File: src/design/oltm_pkg.sv
package oltm_pkg;

  localparam int MAX_LEN_DEF      = 4096;
  localparam int TARGET_BYTES_DEF = 16;

  localparam int CH_W           = 8;
  localparam int KIND_W         = 2;
  localparam int OPTION_START_W = 12;
  localparam int NAME_LENGTH_W  = 13;
  localparam int VALUE_LENGTH_W = 12;
  localparam int TLEN_W         = 5;
  localparam int CFG_IDX_W      = 2;
  localparam int CFG_DATA_W     = 64;
  localparam int BYTES_PER_WORD = CFG_DATA_W / CH_W;

  localparam logic [CH_W-1:0] QUOTE_CH  = 8'h22;
  localparam logic [CH_W-1:0] EQUALS_CH = 8'h3D;
  localparam logic [CH_W-1:0] COMMA_CH  = 8'h2C;

  localparam logic [CFG_IDX_W-1:0] REG_TARGET_LOW  = 2'd0;
  localparam logic [CFG_IDX_W-1:0] REG_TARGET_HIGH = 2'd1;
  localparam logic [CFG_IDX_W-1:0] REG_TARGET_LEN  = 2'd2;

  typedef enum logic [KIND_W-1:0] {
    KIND_OPTION = 2'd0,
    KIND_END    = 2'd1,
    KIND_ERROR  = 2'd2
  } kind_e;

  typedef struct packed {
    logic [CH_W-1:0] ch;
    logic            final_byte;
  } in_item_t;

  typedef struct packed {
    kind_e                     kind;
    logic [OPTION_START_W-1:0] option_start;
    logic [NAME_LENGTH_W-1:0]  name_length;
    logic                      has_value;
    logic [VALUE_LENGTH_W-1:0] value_length;
    logic                      name_match;
    logic                      is_last;
  } result_t;

endpackage

File: src/design/oltm_in_reg.sv
module oltm_in_reg
  import oltm_pkg::*;
(
  input  logic     clk_i,
  input  logic     rst_ni,
  input  logic     in_valid_i,
  output logic     in_ready_o,
  input  in_item_t item_i,
  output logic     valid_o,
  output in_item_t item_o,
  input  logic     take_i
);

  logic     valid_q;
  in_item_t item_q;

  // free when empty or when the held transaction moves on this cycle
  assign in_ready_o = !valid_q || take_i;
  assign valid_o    = valid_q;
  assign item_o     = item_q;

  always_ff @(posedge clk_i or negedge rst_ni) begin
    if (!rst_ni) begin
      valid_q <= 1'b0;
    end else if (in_valid_i && in_ready_o) begin
      valid_q <= 1'b1;
    end else if (take_i) begin
      valid_q <= 1'b0;
    end
  end

  always_ff @(posedge clk_i) begin
    if (in_valid_i && in_ready_o) begin
      item_q <= item_i;
    end
  end

endmodule

File: src/design/oltm_name_cmp.sv
module oltm_name_cmp
  import oltm_pkg::*;
#(
  parameter int TARGET_BYTES = TARGET_BYTES_DEF,
  parameter int POS_W        = 13
) (
  input  logic [CH_W-1:0]                    ch_i,
  input  logic [POS_W-1:0]                   idx_i,
  input  logic [TARGET_BYTES-1:0][CH_W-1:0]  target_i,
  input  logic [TLEN_W-1:0]                  tlen_i,
  output logic                               mismatch_o
);

  localparam int SEL_W = (TARGET_BYTES > 1) ? $clog2(TARGET_BYTES) : 1;

  logic             beyond;
  logic [SEL_W-1:0] sel;

  assign sel    = idx_i[SEL_W-1:0];
  assign beyond = (idx_i >= POS_W'(TARGET_BYTES)) || (idx_i >= POS_W'(tlen_i));

  // a selected byte past the stored ones is already covered by beyond
  assign mismatch_o = beyond || (target_i[sel] != ch_i);

endmodule

File: src/design/oltm_core.sv
module oltm_core
  import oltm_pkg::*;
#(
  parameter int MAX_LEN      = MAX_LEN_DEF,
  parameter int TARGET_BYTES = TARGET_BYTES_DEF
) (
  input  logic                              clk_i,
  input  logic                              rst_ni,
  input  logic                              in_valid_i,
  input  in_item_t                          item_i,
  output logic                              take_o,
  input  logic [TARGET_BYTES-1:0][CH_W-1:0] target_i,
  input  logic [TLEN_W-1:0]                 tlen_i,
  output logic                              out_valid_o,
  input  logic                              out_ready_i,
  output result_t                           result_o
);

  localparam int POS_W = $clog2(MAX_LEN + 1);
  localparam int OFF_W = $clog2(MAX_LEN);

  logic [POS_W-1:0] pos_q, pos_d;
  logic [OFF_W-1:0] start_q, start_d;
  logic [OFF_W-1:0] sep_off_q, sep_off_d;
  logic             open_q, open_d;
  logic             quote_q, quote_d;
  logic             sep_q, sep_d;
  logic             mism_q, mism_d;
  logic             skip_q, skip_d;
  logic             out_v_q, out_v_d;
  result_t          res_q, res_d;

  logic [OFF_W-1:0] start_eff;
  logic [POS_W-1:0] start_ext, sep_ext, pos_inc, stop, idx, nlen, vlen;
  logic             sep_eff, mism_eff, quote_n, is_comma, is_sep, sep_now;
  logic             last, nm, mism_new, emit, clear;

  assign take_o = in_valid_i && (!out_v_q || out_ready_i);
  assign last   = item_i.final_byte;

  oltm_name_cmp #(
    .TARGET_BYTES(TARGET_BYTES),
    .POS_W       (POS_W)
  ) u_name_cmp (
    .ch_i      (item_i.ch),
    .idx_i     (idx),
    .target_i  (target_i),
    .tlen_i    (tlen_i),
    .mismatch_o(nm)
  );

  always_comb begin
    // a closed option restarts at the current byte
    start_eff = open_q ? start_q : pos_q[OFF_W-1:0];
    start_ext = POS_W'(start_eff);
    sep_eff   = open_q && sep_q;
    mism_eff  = open_q && mism_q;
    quote_n   = (open_q && quote_q) ^ (item_i.ch == QUOTE_CH);
    is_comma  = (item_i.ch == COMMA_CH);
    is_sep    = !sep_eff && (item_i.ch == EQUALS_CH);
    sep_now   = sep_eff || is_sep;
    pos_inc   = pos_q + POS_W'(1);
    idx       = pos_q - start_ext;
    sep_ext   = is_sep ? pos_q : POS_W'(sep_off_q);
    stop      = is_comma ? pos_q : pos_inc;
    nlen      = sep_now ? (sep_ext - start_ext) : (stop - start_ext);
    vlen      = sep_now ? (stop - sep_ext - POS_W'(1)) : '0;
    mism_new  = mism_eff || (!sep_eff && !is_sep && !is_comma && nm);

    pos_d     = pos_q;
    start_d   = start_q;
    sep_off_d = sep_off_q;
    open_d    = open_q;
    quote_d   = quote_q;
    sep_d     = sep_q;
    mism_d    = mism_q;
    skip_d    = skip_q;
    emit      = 1'b0;
    clear     = 1'b0;
    res_d     = '0;
    res_d.kind    = KIND_OPTION;
    res_d.is_last = last;

    if (take_o) begin
      if (skip_q) begin
        if (last) begin
          emit       = 1'b1;
          res_d.kind = KIND_ERROR;
          clear      = 1'b1;
        end
      end else if (pos_q >= POS_W'(MAX_LEN)) begin
        emit       = 1'b1;
        res_d.kind = KIND_ERROR;
        clear      = last;
        skip_d     = !last;
      end else if (quote_n) begin
        open_d  = 1'b1;
        start_d = start_eff;
        sep_d   = sep_eff;
        quote_d = 1'b1;
        mism_d  = mism_eff || (!sep_eff && nm);
        pos_d   = pos_inc;
        if (last) begin
          // open quote at the end: drop the option
          emit       = 1'b1;
          res_d.kind = KIND_END;
          clear      = 1'b1;
        end
      end else if (is_comma && (pos_q == start_ext)) begin
        emit       = 1'b1;
        res_d.kind = KIND_ERROR;
        clear      = last;
        skip_d     = !last;
      end else begin
        open_d  = 1'b1;
        start_d = start_eff;
        quote_d = 1'b0;
        sep_d   = sep_now;
        mism_d  = mism_new;
        pos_d   = pos_inc;
        if (is_sep) begin
          sep_off_d = pos_q[OFF_W-1:0];
        end
        if (is_comma || last) begin
          emit               = 1'b1;
          res_d.option_start = OPTION_START_W'(start_eff);
          res_d.name_length  = NAME_LENGTH_W'(nlen);
          res_d.has_value    = sep_now;
          res_d.value_length = VALUE_LENGTH_W'(vlen);
          res_d.name_match   = !mism_new && (nlen == POS_W'(tlen_i));
          open_d             = 1'b0;
          sep_d              = 1'b0;
          mism_d             = 1'b0;
          clear              = last;
        end
      end
    end

    if (clear) begin
      pos_d     = '0;
      start_d   = '0;
      sep_off_d = '0;
      open_d    = 1'b0;
      quote_d   = 1'b0;
      sep_d     = 1'b0;
      mism_d    = 1'b0;
      skip_d    = 1'b0;
    end

    if (take_o) begin
      out_v_d = emit;
    end else if (out_ready_i) begin
      out_v_d = 1'b0;
    end else begin
      out_v_d = out_v_q;
    end
  end

  always_ff @(posedge clk_i or negedge rst_ni) begin
    if (!rst_ni) begin
      pos_q     <= '0;
      start_q   <= '0;
      sep_off_q <= '0;
      open_q    <= 1'b0;
      quote_q   <= 1'b0;
      sep_q     <= 1'b0;
      mism_q    <= 1'b0;
      skip_q    <= 1'b0;
      out_v_q   <= 1'b0;
    end else begin
      pos_q     <= pos_d;
      start_q   <= start_d;
      sep_off_q <= sep_off_d;
      open_q    <= open_d;
      quote_q   <= quote_d;
      sep_q     <= sep_d;
      mism_q    <= mism_d;
      skip_q    <= skip_d;
      out_v_q   <= out_v_d;
    end
  end

  always_ff @(posedge clk_i) begin
    if (take_o && emit) begin
      res_q <= res_d;
    end
  end

  assign out_valid_o = out_v_q;
  assign result_o    = res_q;

endmodule

File: src/design/option_list_tokenizer_matcher_top.sv
// Option list tokenizer and name matcher.
// Input channel (in_valid_i/in_ready_o): one string byte per transaction on
// ch_i, with final_byte_i set on the last byte of the string.
// Output channel (out_valid_o/out_ready_i): at most one result per byte:
// a finished option (start, name and value lengths, name match), an end
// with an open quote, or a parse error; is_last_o marks the result of the
// final byte. Bytes that close nothing give no result.
// Configuration channel (cfg_valid_i/cfg_ready_o, always ready): index 0
// and 1 load target name bytes 0-7 and 8-15, index 2 the target length.
// Write it only while no bytes are in flight.
// Path: an accepted byte sits in the input register, and the parse step then
// loads the result register from it once the result side is free.
// Throughput is one byte per cycle while the result side does not stall; the
// per-byte state update is a loop through the parse state registers.
// Reset clears the parse state, the target and the valid flags of both
// pipeline registers; the block is ready right out of reset.
// A stalled receiver holds the result register; one more byte is taken
// into the input register and then in_ready_o drops until the result moves.
module option_list_tokenizer_matcher_top
  import oltm_pkg::*;
#(
  parameter int MAX_LEN      = MAX_LEN_DEF,
  parameter int TARGET_BYTES = TARGET_BYTES_DEF
) (
  input  logic                      clk_i,
  input  logic                      rst_ni,
  input  logic                      in_valid_i,
  output logic                      in_ready_o,
  input  logic [CH_W-1:0]           ch_i,
  input  logic                      final_byte_i,
  output logic                      out_valid_o,
  input  logic                      out_ready_i,
  output logic [KIND_W-1:0]         kind_o,
  output logic [OPTION_START_W-1:0] option_start_o,
  output logic [NAME_LENGTH_W-1:0]  name_length_o,
  output logic                      has_value_o,
  output logic [VALUE_LENGTH_W-1:0] value_length_o,
  output logic                      name_match_o,
  output logic                      is_last_o,
  input  logic                      cfg_valid_i,
  output logic                      cfg_ready_o,
  input  logic [CFG_IDX_W-1:0]      cfg_index_i,
  input  logic [CFG_DATA_W-1:0]     cfg_data_i
);

  logic [TARGET_BYTES-1:0][CH_W-1:0] target_q;
  logic [TLEN_W-1:0]                 tlen_q;
  in_item_t                          in_item, held_item;
  logic                              held_valid, take;
  result_t                           result;

  assign cfg_ready_o = 1'b1;

  always_ff @(posedge clk_i or negedge rst_ni) begin
    if (!rst_ni) begin
      target_q <= '0;
      tlen_q   <= '0;
    end else if (cfg_valid_i && cfg_ready_o) begin
      for (int b = 0; b < TARGET_BYTES; b++) begin
        if ((b < BYTES_PER_WORD) && (cfg_index_i == REG_TARGET_LOW)) begin
          target_q[b] <= cfg_data_i[(b % BYTES_PER_WORD)*CH_W +: CH_W];
        end
        if ((b >= BYTES_PER_WORD) && (cfg_index_i == REG_TARGET_HIGH)) begin
          target_q[b] <= cfg_data_i[(b % BYTES_PER_WORD)*CH_W +: CH_W];
        end
      end
      if (cfg_index_i == REG_TARGET_LEN) begin
        tlen_q <= cfg_data_i[TLEN_W-1:0];
      end
    end
  end

  assign in_item.ch         = ch_i;
  assign in_item.final_byte = final_byte_i;

  oltm_in_reg u_in_reg (
    .clk_i     (clk_i),
    .rst_ni    (rst_ni),
    .in_valid_i(in_valid_i),
    .in_ready_o(in_ready_o),
    .item_i    (in_item),
    .valid_o   (held_valid),
    .item_o    (held_item),
    .take_i    (take)
  );

  oltm_core #(
    .MAX_LEN     (MAX_LEN),
    .TARGET_BYTES(TARGET_BYTES)
  ) u_core (
    .clk_i      (clk_i),
    .rst_ni     (rst_ni),
    .in_valid_i (held_valid),
    .item_i     (held_item),
    .take_o     (take),
    .target_i   (target_q),
    .tlen_i     (tlen_q),
    .out_valid_o(out_valid_o),
    .out_ready_i(out_ready_i),
    .result_o   (result)
  );

  assign kind_o         = result.kind;
  assign option_start_o = result.option_start;
  assign name_length_o  = result.name_length;
  assign has_value_o    = result.has_value;
  assign value_length_o = result.value_length;
  assign name_match_o   = result.name_match;
  assign is_last_o      = result.is_last;

`ifndef ASSERT_OFF
  a_ready_only_on_stall: assert property (@(posedge clk_i) disable iff (!rst_ni)
    !in_ready_o |-> (out_valid_o && !out_ready_i))
    else $error("input stalled while the result side was free");

  a_non_option_zero: assert property (@(posedge clk_i) disable iff (!rst_ni)
    (out_valid_o && (kind_o != KIND_OPTION)) |->
      (option_start_o == '0 && name_length_o == '0 && !has_value_o &&
       value_length_o == '0 && !name_match_o))
    else $error("end or error result carries option fields");

  a_no_value_length: assert property (@(posedge clk_i) disable iff (!rst_ni)
    (out_valid_o && !has_value_o) |-> (value_length_o == '0))
    else $error("value length without a separator");
`endif

endmodule

File: config.mk
export PLATFORM = sky130hd
export DESIGN_NAME = option_list_tokenizer_matcher_top
export DESIGN_NICKNAME = d
export VERILOG_FILES = /design/src/design/oltm_pkg.sv /design/src/design/oltm_in_reg.sv /design/src/design/oltm_name_cmp.sv /design/src/design/oltm_core.sv /design/src/design/option_list_tokenizer_matcher_top.sv
export SDC_FILE = /design/constraint.sdc
export NUM_CORES = 1
export LEC_CHECK = 0
export BUFFER_PORTS_ARGS = -buffer_cell sky130_fd_sc_hd__buf_2
export CAP_MARGIN = 30
export CORE_ASPECT_RATIO = 1.4
export CORE_MARGIN = 4
export CORE_UTILIZATION = 54
export DETAILED_ROUTE_END_ITERATION = 8
export GPL_TIMING_DRIVEN = 0
export PLACE_DENSITY = 0.77
export SLEW_MARGIN = 20
export SYNTH_ARGS = -nofsm -noshare
export SYNTH_HDL_FRONTEND = slang
export SYNTH_HIERARCHICAL = 1
export SYNTH_SLANG_ARGS = --single-unit
File: constraint.sdc
create_clock -name clk_i -period 5.25 [get_ports clk_i]
set_clock_uncertainty 0.05 [all_clocks]
set_input_delay 0.525 -clock clk_i [delete_from_list [all_inputs] [get_ports clk_i]]
set_output_delay 0.525 -clock clk_i [all_outputs]
set_load 0.005 [all_outputs]
==> results of run 1 <==
## layout make-up
| class | instances | share of cell area |
|---|---|---|
| Multi-Input combinational cell | 724 | 0.431 |
| Sequential cell | 228 | 0.397 |
| Timing Repair Buffer | 136 | 0.0511 |
| Clock buffer | 33 | 0.0464 |
| Buffer | 57 | 0.0345 |
| Tap cell | 306 | 0.0255 |
| Inverter | 33 | 0.00825 |
| Clock inverter | 11 | 0.00600 |
| Antenna cell | 1 | 0.000167 |
## power by group through the flow
stage,logic (mW),registers (mW),clock network (mW)
after global placement,2.40,2.23,0
final,2.65,2.22,1.69
after floorplan,1.83,2.20,0
after CTS,2.59,2.22,1.72
after global routing,2.82,2.25,1.80
after detailed placement,2.46,2.24,0
## cell usage after synthesis, types with 3 or more instances
cell	instances	area share
dfrtp_1	177	0.34
nor2_1	93	0.027
mux2_2	69	0.060
mux2_4	65	0.076
mux2i_1	61	0.047
nand2_1	54	0.016
edfxtp_1	51	0.12
o21ai_0	45	0.017
ha_1	42	0.041
a21oi_1	33	0.013
inv_1	33	0.0096
xnor2_1	31	0.021
clkbuf_1	30	0.0087
xor2_1	30	0.020
mux4_2	27	0.047
nand3_1	18	0.0070
and3_1	13	0.0063
buf_12	12	0.019
a21o_1	11	0.0064
nor3_1	11	0.0043
nand2b_1	10	0.0048
nor2b_1	9	0.0044
nand4_1	8	0.0039
a211oi_1	7	0.0041
buf_2	7	0.0027
o21a_1	7	0.0041
o31ai_1	7	0.0041
buf_6	5	0.0044
o22ai_1	5	0.0024
fa_1	3	0.0047
mux4_1	3	0.0061
nand3b_1	3	0.0017
nor4_1	3	0.0015
o21ai_1	3	0.0012
o21bai_1	3	0.0017
o311ai_0	3	0.0020
or2_1	3	0.0015
or3_1	3	0.0015
## worst max-delay path, stage by stage, from the launching register on
cell and delay, ns:
dfrtp_1 0.34, buf_6 0.13, buf_12 0.14, mux2i_4 0.23
inv_1 0.08, ha_1 0.21, fa_2 0.36, buf_4 0.16
xnor2_2 0.24, buf_4 0.29, mux4_2 0.35, mux2i_2 0.31
o22ai_1 0.14, a211oi_1 0.24, o22ai_1 0.13, or4_4 0.45
a31oi_4 0.17, nand4b_1 0.17, or4b_4 0.53, nor4b_4 0.27
## kinds of logic after synthesis
logic type                 Yosys count  synth area share
DFF                                228             0.462
adders and majority gates           45            0.0453
AOI/OAI and AO/OA                  141            0.0696
and+or+nand+nor                    250            0.0973
other                                1          0.000290
buffers and inverters               91            0.0463
muxes                              225             0.236
xor gates and xnor gates            62            0.0435
## worst paths after layout
kind                                                    from                               end  slack, ns
worst min-delay path                                  rst_ni          target_q[61]$_DFFE_PN0P_      -0.02
min in group clk_i                                   ch_i[7]      u_in_reg/item_o[8]$_DFFE_PP_       0.12
max in group asynchronous                             rst_ni         target_q[103]$_DFFE_PN0P_       4.32
worst max register to register     u_core/open_q$_DFFE_PN0P_  u_core/result_o[1]$_SDFFCE_PP0P_       0.05
worst max-delay path               u_core/open_q$_DFFE_PN0P_  u_core/result_o[1]$_SDFFCE_PP0P_       0.05
worst min register to register  u_in_reg/item_o[0]$_DFFE_PP_      u_core/result_o[0]$_DFFE_PP_       0.40
## what timing repair did
action                     4_1_cts  5_1_grt
setup buffers                    5        6
pin swaps                       11        7
hold endpoints to repair         0        0
gates resized for setup         32       14
hold buffers                     0        0
setup endpoints to repair        2        1
## per-stage QoR
stage	area [um^2]	util	total power [mW]
after CTS	14900	0.639	6.53
after detailed placement	14000	0.598	4.71
after global placement	13900	0.595	4.64
after floorplan	12900	-	4.03
after global routing	15000	0.643	6.87
final	15000	0.643	6.56
## routing by layer
metal  up-vias  routed length (um)  global-route usage
li1       4100                   -                   -
met1      4481               12200               0.275
met2       332               16900               0.451
met3        79                1650              0.0355
met4         0                1430              0.0953
met5         -                   0                   0
## sequential cells by signal (all words and copies together), names as in the netlist
signal              flops
target_q              128
tlen_q                  5
u_core/mism_q           1
u_core/open_q           1
u_core/out_valid_o      1
u_core/pos_q           13
u_core/quote_q          1
u_core/result_o        42
u_core/sep_off_q       12
u_core/sep_q            1
u_core/skip_q           1
u_core/start_q         12
u_in_reg/item_o         9
u_in_reg/valid_o        1
==> out/qor.csv, run 1 <==
stage,metric,value,unit
final_layout,final_cell_mix,"dfrtp_1 (177), buf_2 (124), nor2_1 (92)",
clocking,root_buffer,clkbuf_16,
logic_synthesis,synthArstFlopShare,0.776,
detailed_routing,first_pass_iters,5,
sta,timing.hold.ws,-0.0199,ns
grt,grt_max_degree,97,
die,io_pins,125,
grt,antenna_found_initial,1,
detailed_routing,vias,8992,
outcome,status,"finished, violations left",
placed_design,placement.io_buffers,123,
sta,final_max_slew_viol_count,0,
die,dieArea,26500,um^2
worst_setup_path,crit_type,register to register,
power,power_density,437,nW/um^2
logic_synthesis,syn-num-nets,1168,
final_layout,layout.nets,1329,
power,switching_share,0.334,
worst_setup_path,end_kind,register,
logic_synthesis,synthesis.area,12900,um^2
placed_design,dp.cells,1474,
worst_setup_path,crit_path_max_fanout,10,
final_layout,n_fill_cell,1806,
logic_synthesis,yosysUniqueCellTypes,76,
logic_synthesis,syn_avg_cell_area,12.4,um^2
sta,min_period_over_period,0.991,
die,die_w,139,um
worst_setup_path,r2r_cells,19,
final_layout,ff_latch_area,5960,um^2
placed_design,pre_cts_ws,-1.10,ns
sta,final_hold_viol_count,26,
worst_setup_path,required,5.55,ns
die,start_util,0.553,
logic_synthesis,ys_warn_count,6,
final_layout,area_growth,16.3,%
die,core,23400,um^2
die,dieHeight,191,um
logic_synthesis,synth_edf_count,51,
sta,grt_setup_unrepaired,false,
detailed_routing,ant_nets,0,
grt,grt_pass1_vias,9219,
power,cellLeakagePower,6.82,nW
sta,relSlewSlack,0.422,
sta,finalCriticalPeriod,5.20,ns
placed_design,gp_congestion,0.910,
grt,overflow,0,
clocking,cts.clk_slew.worst_paths,0.06,ns
final_layout,final_common_cell,dfrtp_1,
detailed_routing,vias_per_cell,5.88,
logic_synthesis,synth_seq_area_share,0.462,
power,p_seq_frac,0.339,
clocking,cts_sinks,228,
power,power_switching,2.19,mW
run,maxCapViolations,0,
min_path,hold_class,input pin to asynchronous set/reset pin,
worst_setup_path,worstPathArrival,5.50,ns
power,p_clk_frac,0.258,
sta,setup_tns,0,ns
clocking,clockBufferDepth,3,
die,rows,66,
detailed_routing,drtIter0Drc,582,
logic_synthesis,ys.flop_type,dfrtp_1,
sta,fin_ws,0.0489,ns
sta,setup-violations-final,0,
clocking,htreeDepth,1,
detailed_routing,wl,32100,um
power,vdd_drop_max,0.000311,V
clocking,clkLatencyLatePin,0.52,ns
final_layout,stdcell_count,1529,
logic_synthesis,synth-seq-cells,228,
outcome,violations,negative hold slack,
grt,grt_pass1_wl,50400,um
detailed_routing,wire_per_inst,21.0,um
detailed_routing,drc_errors,0,
worst_setup_path,startpoint_type,register,
clocking,cts_buffers,24,
final_layout,layout-drive-gt1-share,0.325,
power,p_comb_frac,0.403,
final_layout,multi_input_comb_area,6480,um^2
clocking,cts_tree,done,
placed_design,dp_hpwl,23800,um
grt,track_usage,0.240,
sta,worst_pin_slew,0.861,ns
sta,max_freq,0.192,GHz
power,p_int,4.37,mW
logic_synthesis,synthesis.instances,1043,
Power figures use the tool's default switching activity.
==> inputs of run 2 (changes only) <==
--- a/config.mk
+++ b/config.mk
@@ -8,7 +8,6 @@
 export BUFFER_PORTS_ARGS = -buffer_cell sky130_fd_sc_hd__buf_2
 export CAP_MARGIN = 30
 export CORE_ASPECT_RATIO = 1.4
-export CORE_MARGIN = 4
 export CORE_UTILIZATION = 54
 export DETAILED_ROUTE_END_ITERATION = 8
 export GPL_TIMING_DRIVEN = 0
@@ -16,5 +15,5 @@
 export SLEW_MARGIN = 20
 export SYNTH_ARGS = -nofsm -noshare
 export SYNTH_HDL_FRONTEND = slang
-export SYNTH_HIERARCHICAL = 1
 export SYNTH_SLANG_ARGS = --single-unit
+export TNS_END_PERCENT = 30
==> run 2 against run 1 <==
The flow now finishes without violations. Fmax increased by 3.9%. Core utilization decreased by 1.0 points. Combinational power decreased by 19%. Critical path depth decreased by 2. Setup slack improved by 0.20 ns. Flip-flop and latch count unchanged. Critical endpoint is now u_core.result_o[1]$_SDFFCE_PP0P_. Largest power group is now registers. Highest routed layer unchanged.
==> out/qor.csv, run 2 <==
stage,metric,value,unit
outcome,status,"complete, no violations",
worst_setup_path,required,5.59,ns
worst_setup_path,startpoint_type,register,
worst_setup_path,r2r_end,u_core.result_o[1]$_SDFFCE_PP0P_,
logic_synthesis,yosysMostFrequentCell,dfrtp_1,
min_path,whs_endpoint,u_in_reg.item_o[8]$_DFFE_PP_,
logic_synthesis,synth_seq_area_share,0.484,
logic_synthesis,ys.flop_type,dfrtp_1,
min_path,hp-start,ch_i[7],
worst_setup_path,crit_type,register to register,
final_layout,final_cell_mix,"dfrtp_1 (176), mux2_2 (135), buf_2 (128)",
final_layout,layout.nets,1313,
logic_synthesis,syn_avg_cell_area,12.0,um^2
sta,grt_setup_unrepaired,false,
logic_synthesis,yosysUniqueCellTypes,74,
min_path,whs_path_depth,1,
sta,relSlewSlack,0.480,
logic_synthesis,synthArstFlopShare,0.776,
worst_setup_path,crit_path_max_fanout,10,
die,core,22400,um^2
power,cellLeakagePower,6.20,nW
final_layout,fin_area,14200,um^2
sta,finalCriticalPeriod,5.00,ns
die,start_util,0.548,
power,vdd_drop_max,0.000336,V
sta,max_freq,0.200,GHz
sta,worst_pin_slew,0.781,ns
clocking,clockBufferDepth,3,
clocking,cts_sinks,228,
final_layout,top_register,target_q,
sta,min_period_over_period,0.953,
logic_synthesis,synthesis.instances,1030,
clocking,htreeDepth,1,
final_layout,largest_register_ffs,128,
placed_design,dp_hpwl,22200,um
sta,setup-violations-final,0,
grt,grt_pass1_vias,8894,
placed_design,placement.io_buffers,123,
clocking,clkLatencyLatePin,0.53,ns
die,dieHeight,181,um
die,dieArea,23400,um^2
power,power.total,5.87,mW
logic_synthesis,synthesis.area,12300,um^2
logic_synthesis,ys_top_cells_by_count,"dfrtp_1 (177), mux2_2 (135), nor2_1 (95), nand2_1 (76), edfxtp_1 (51)",
run,maxCapViolations,0,
logic_synthesis,syn-num-nets,1155,
detailed_routing,wire_per_inst,19.5,um
grt,overflow,0,
placed_design,pre_cts_ws,-0.964,ns
final_layout,layout-drive-gt1-share,0.300,
final_layout,area_growth,15.3,%
grt,track_usage,0.261,
detailed_routing,first_pass_iters,5,
logic_synthesis,ys_warn_count,0,
sta,final_hold_viol_count,0,
worst_setup_path,crit_start,u_core.open_q$_DFFE_PN0P_,
grt,grt_max_degree,104,
clocking,root_buffer,clkbuf_16,
worst_setup_path,worstPathArrival,5.35,ns
worst_setup_path,end_kind,register,
die,io_pins,125,
detailed_routing,drc_errors,0,
sta,fin_ws,0.246,ns
final_layout,final_common_cell,dfrtp_1,
detailed_routing,wl,29400,um
placed_design,gp_congestion,0.905,
die,rows,65,
clocking,cts.clk_slew.worst_paths,0.07,ns
logic_synthesis,synth_edf_count,51,
logic_synthesis,yosys-top-cells-area,"dfrtp_1 (36%), edfxtp_1 (12%), mux2_2 (12%)",
logic_synthesis,yosysTopAreaCellShare,0.360,
grt,grt_pass1_wl,46500,um
detailed_routing,vias_per_cell,5.78,
detailed_routing,ant_nets,0,
clocking,cts_tree,done,
logic_synthesis,yosys.area.top_type,dfrtp_1,
detailed_routing,drtIter0Drc,370,
power,power_density,414,nW/um^2
sta,final_max_slew_viol_count,0,
grt,antenna_found_initial,2,
detailed_routing,vias,8719,
worst_setup_path,r2r_cells,17,
worst_setup_path,rrSetupSlack,0.25,ns
logic_synthesis,synth-seq-cells,228,
clocking,cts_buffers,23,
worst_setup_path,timing.rr.start,u_core.open_q$_DFFE_PN0P_,
sta,setup_tns,0,ns
die,die_w,130,um
placed_design,dpl-instance-area,13400,um^2
min_path,hold_class,input pin to register,
==> run 2: worst max path at each step <==
stage	endpoint	slack [ns]	cells after the start
2_1_floorplan	u_core.result_o[1]$_SDFFCE_PP0P_	0.41	19
3_3_place_gp	u_core.result_o[1]$_SDFFCE_PP0P_	-1.02	19
3_5_place_dp	u_core.result_o[1]$_SDFFCE_PP0P_	-0.96	19
4_1_cts	u_core.result_o[1]$_SDFFCE_PP0P_	0.01	18
6_report	u_core.result_o[1]$_SDFFCE_PP0P_	0.25	17
5_1_grt	u_core.result_o[1]$_SDFFCE_PP0P_	0.01	19
==> run 2: what timing repair did <==
action / CTS / global route
setup endpoints to repair: 2 / 2
gates resized for setup: 7 / 7
pin swaps: 1 / 1
setup buffers: 1 / 7
hold buffers: 1 / 0
endpoints found under the hold margin: 74 / 0
==> run 2: routing by layer <==
metal | vias up | GRT usage | share of wire
met1 | 4260 | 0.285 | 0.37
li1 | 4053 | - | -
met4 | 0 | 0.142 | 0.050
met3 | 100 | 0.0365 | 0.045
met2 | 306 | 0.477 | 0.54
met5 | - | 0 | 0
==> run 2: critical path, stage by stage (launching register included) <==
cell and delay (ns):
dfrtp_2 0.41, buf_4 0.25, mux2i_2 0.30, inv_1 0.13, ha_1 0.25, fa_1 0.80
buf_6 0.24, buf_6 0.19, inv_1 0.06, ha_1 0.27, a21oi_1 0.21, o211ai_1 0.13
a2111oi_1 0.38, and4_1 0.25, o2111ai_1 0.17, nor4_4 0.32, o2111a_1 0.27, and4_1 0.19
==> run 2: cell families after synthesis <==
logic type,synth area share
and+or+nand+nor,0.0980
DFF,0.484
muxes,0.221
AOI/OAI and AO/OA,0.0805
buffers and inverters,0.0327
xor gates and xnor gates,0.0356
adders and majority gates,0.0476
other,0.000305
==> run 2: layout make-up <==
cell class,instances,area [um^2]
inverters,23,86.3
plain buffers,56,317
diodes,2,5.00
clock buffers,30,622
clock inverters,12,73.8
fillers,1766,8250
multi-input cells,721,6010
well taps,301,377
repair buffers,135,747
flip-flops and latches,228,5960
==> run 2: power breakdown <==
part	internal (mW)	switching, mW	total [mW]
Sequential	2.06	0.132	2.19
Clock	0.843	0.697	1.54
Combinational	1.08	1.07	2.14
Total	3.98	1.89	5.87
==> run 2: through the flow <==
| stage | hold WS [ns] | util | std cells |
|---|---|---|---|
| 2_1_floorplan | 0.179 | - | 1030 |
| 3_3_place_gp | 0.411 | 0.593 | 1454 |
| 3_5_place_dp | 0.421 | 0.596 | 1457 |
| 4_1_cts | 0.116 | 0.629 | 1499 |
| 5_1_grt | 0.113 | 0.632 | 1507 |
| 6_report | 0.124 | 0.632 | 1508 |
==> inputs of run 3 (changes only) <==
--- a/config.mk
+++ b/config.mk
@@ -12,6 +12,7 @@
 export DETAILED_ROUTE_END_ITERATION = 8
 export GPL_TIMING_DRIVEN = 0
 export PLACE_DENSITY = 0.77
+export RECOVER_POWER = 50
 export SLEW_MARGIN = 20
 export SYNTH_ARGS = -nofsm -noshare
 export SYNTH_HDL_FRONTEND = slang
==> run 3 against run 2 <==
The flow now finishes with violations (max-capacitance violations, max-slew violations). Critical path type unchanged. Clock-buffer cell count unchanged. Core utilization down 0.18 points. Register-to-register slack about the same. Wire length up 0.31%. Critical path depth unchanged. Die area unchanged.
==> out/qor.csv, run 3 (synthesis gave the netlist of run 2 again) <==
stage,metric,value,unit
clocking,htreeDepth,1,
die,io_pins,125,
detailed_routing,drc_errors,0,
die,start_util,0.548,
worst_setup_path,rrSetupSlack,0.24,ns
detailed_routing,first_pass_iters,7,
die,dieHeight,181,um
worst_setup_path,timing.rr.start,u_core.open_q$_DFFE_PN0P_,
clocking,cts_tree,done,
final_layout,layout.nets,1313,
power,power_density,415,nW/um^2
placed_design,placement.io_buffers,123,
detailed_routing,ant_nets,0,
sta,grt_setup_unrepaired,false,
power,vdd_drop_max,0.000335,V
detailed_routing,drtIter0Drc,421,
die,dieArea,23400,um^2
grt,grt_pass1_vias,8894,
clocking,clkLatencyLatePin,0.53,ns
detailed_routing,wl,29500,um
run,maxCapViolations,1,
worst_setup_path,required,5.59,ns
clocking,cts.clk_slew.worst_paths,0.07,ns
final_layout,largest_register_ffs,128,
clocking,clockBufferDepth,3,
sta,final_hold_viol_count,0,
sta,max_freq,0.200,GHz
sta,fin_ws,0.238,ns
worst_setup_path,crit_type,register to register,
min_path,hp-start,ch_i[7],
worst_setup_path,r2r_end,u_core.result_o[1]$_SDFFCE_PP0P_,
worst_setup_path,r2r_cells,17,
grt,grt_max_degree,104,
worst_setup_path,startpoint_type,register,
final_layout,final_common_cell,dfrtp_1,
min_path,hold_class,input pin to register,
sta,relSlewSlack,-1.43,
sta,final_max_slew_viol_count,75,
final_layout,layout-drive-gt1-share,0.275,
outcome,status,"finished, violations left",
placed_design,pre_cts_ws,-0.964,ns
sta,worst_pin_slew,3.64,ns
final_layout,area_growth,15.0,%
worst_setup_path,worstPathArrival,5.36,ns
outcome,violations,"max-capacitance violations, max-slew violations",
sta,setup-violations-final,0,
placed_design,dpl-instance-area,13400,um^2
sta,finalCriticalPeriod,5.01,ns
power,cellLeakagePower,6.11,nW
worst_setup_path,critical-path-slowest-cell,fa_1,
die,core,22400,um^2
clocking,root_buffer,clkbuf_16,
detailed_routing,vias,8733,
worst_setup_path,crit_path_max_fanout,10,
worst_setup_path,cp_cell_sequence,"buf_4, mux2i_2, inv_1, ha_1, fa_1, buf_6, buf_6, inv_1, ha_1, a21oi_1, o211ai_1, a2111oi_1, and4_1, o2111ai_1, nor4_4, o2111a_1, and4_1",
placed_design,gp_congestion,0.905,
grt,track_usage,0.261,
min_path,whs_path_depth,1,
worst_setup_path,max_stage_delay,0.80,ns
min_path,whs_endpoint,u_in_reg.item_o[8]$_DFFE_PP_,
grt,antenna_found_initial,2,
clocking,cts_sinks,228,
final_layout,final_cell_mix,"dfrtp_1 (176), mux2_2 (135), buf_2 (99)",
die,die_w,130,um
sta,min_period_over_period,0.955,
grt,grt_pass1_wl,46500,um
placed_design,dp_hpwl,22200,um
clocking,cts_buffers,23,
detailed_routing,wire_per_inst,19.6,um
die,rows,65,
grt,overflow,0,
detailed_routing,vias_per_cell,5.79,
sta,timing.hold.ws,0.126,ns
final_layout,fin_area,14200,um^2
worst_setup_path,end_kind,register,
final_layout,top_register,target_q,
==> run 3: cell types whose count changed in the layout (fill, tap and decap cells not counted) <==
cell | previous run | this run
buf_2 | 128 | 99
and2_0 | 1 | 2
buf_8 | 2 | 1
clkbuf_1 | 39 | 68
clkdlybuf4s25_1 | 0 | 1
and2_1 | 6 | 5
==> run 3: final cells by class <==
cell class / instances / area, um^2
Tap cell: 301 / 377
Sequential cell: 228 / 5960
Antenna cell: 2 / 5.00
Timing Repair Buffer: 135 / 706
Clock buffer: 30 / 622
Fill cell: 1778 / 8290
Multi-Input combinational cell: 721 / 6010
Clock inverter: 12 / 73.8
Inverter: 23 / 86.3
Buffer: 56 / 317
==> run 3: how the worst max path moves through the flow <==
stage | from | to | slack [ns] | cells after the start
finish | u_core.open_q$_DFFE_PN0P_ | u_core.result_o[1]$_SDFFCE_PP0P_ | 0.24 | 17
global route | u_core.open_q$_DFFE_PN0P_ | u_core.result_o[1]$_SDFFCE_PP0P_ | 0.01 | 19
CTS | u_core.open_q$_DFFE_PN0P_ | u_core.result_o[1]$_SDFFCE_PP0P_ | 0.01 | 18
detailed placement | u_core.open_q$_DFFE_PN0P_ | u_core.result_o[1]$_SDFFCE_PP0P_ | -0.96 | 19
global placement | u_core.open_q$_DFFE_PN0P_ | u_core.result_o[1]$_SDFFCE_PP0P_ | -1.02 | 19
floorplan | u_core.open_q$_DFFE_PN0P_ | u_core.result_o[1]$_SDFFCE_PP0P_ | 0.41 | 19
==> run 3: report_power, final <==
part           total (mW)  switching (mW)  internal [mW]
clock                1.54           0.699          0.843
sequential           2.19           0.133           2.06
combinational        2.14            1.06           1.07
total                5.87            1.89           3.97
==> run 3: metal layers <==
| layer | up-vias | GRT usage | part of all wire |
|---|---|---|---|
| met2 | 324 | 0.477 | 0.53 |
| met3 | 100 | 0.0365 | 0.049 |
| li1 | 4050 | - | - |
| met4 | 0 | 0.142 | 0.050 |
| met5 | - | 0 | 0 |
| met1 | 4259 | 0.285 | 0.37 |
==> run 3: repair_timing <==
item | 4_1_cts | 5_1_grt
endpoints found under the setup margin | 2 | 2
setup buffers | 1 | 7
hold buffers | 1 | 0
endpoints found under the hold margin | 74 | 0
pin swaps | 1 | 1
resized for setup | 7 | 7
==> run 3: metrics by stage <==
step            util  instances  total power [mW]  TNS [ns]
2_1_floorplan      -       1030              3.71         0
3_3_place_gp   0.593       1454              4.20     -1.87
3_5_place_dp   0.596       1457              4.27     -1.61
4_1_cts        0.629       1499              5.83         0
5_1_grt        0.630       1507              6.14         0
6_report       0.631       1508              5.87         0
==> run 3: critical path, delay by kind of cell, from the launching register on <==
kind,cells,cell delay (ns)
buffers and inverters,5,0.87
flip-flops,1,0.41
adder cells (fa/ha/maj),3,1.32
AO/OA/AOI/OAI,5,1.17
AND/OR/NAND/NOR,3,0.76
multiplexers,1,0.30
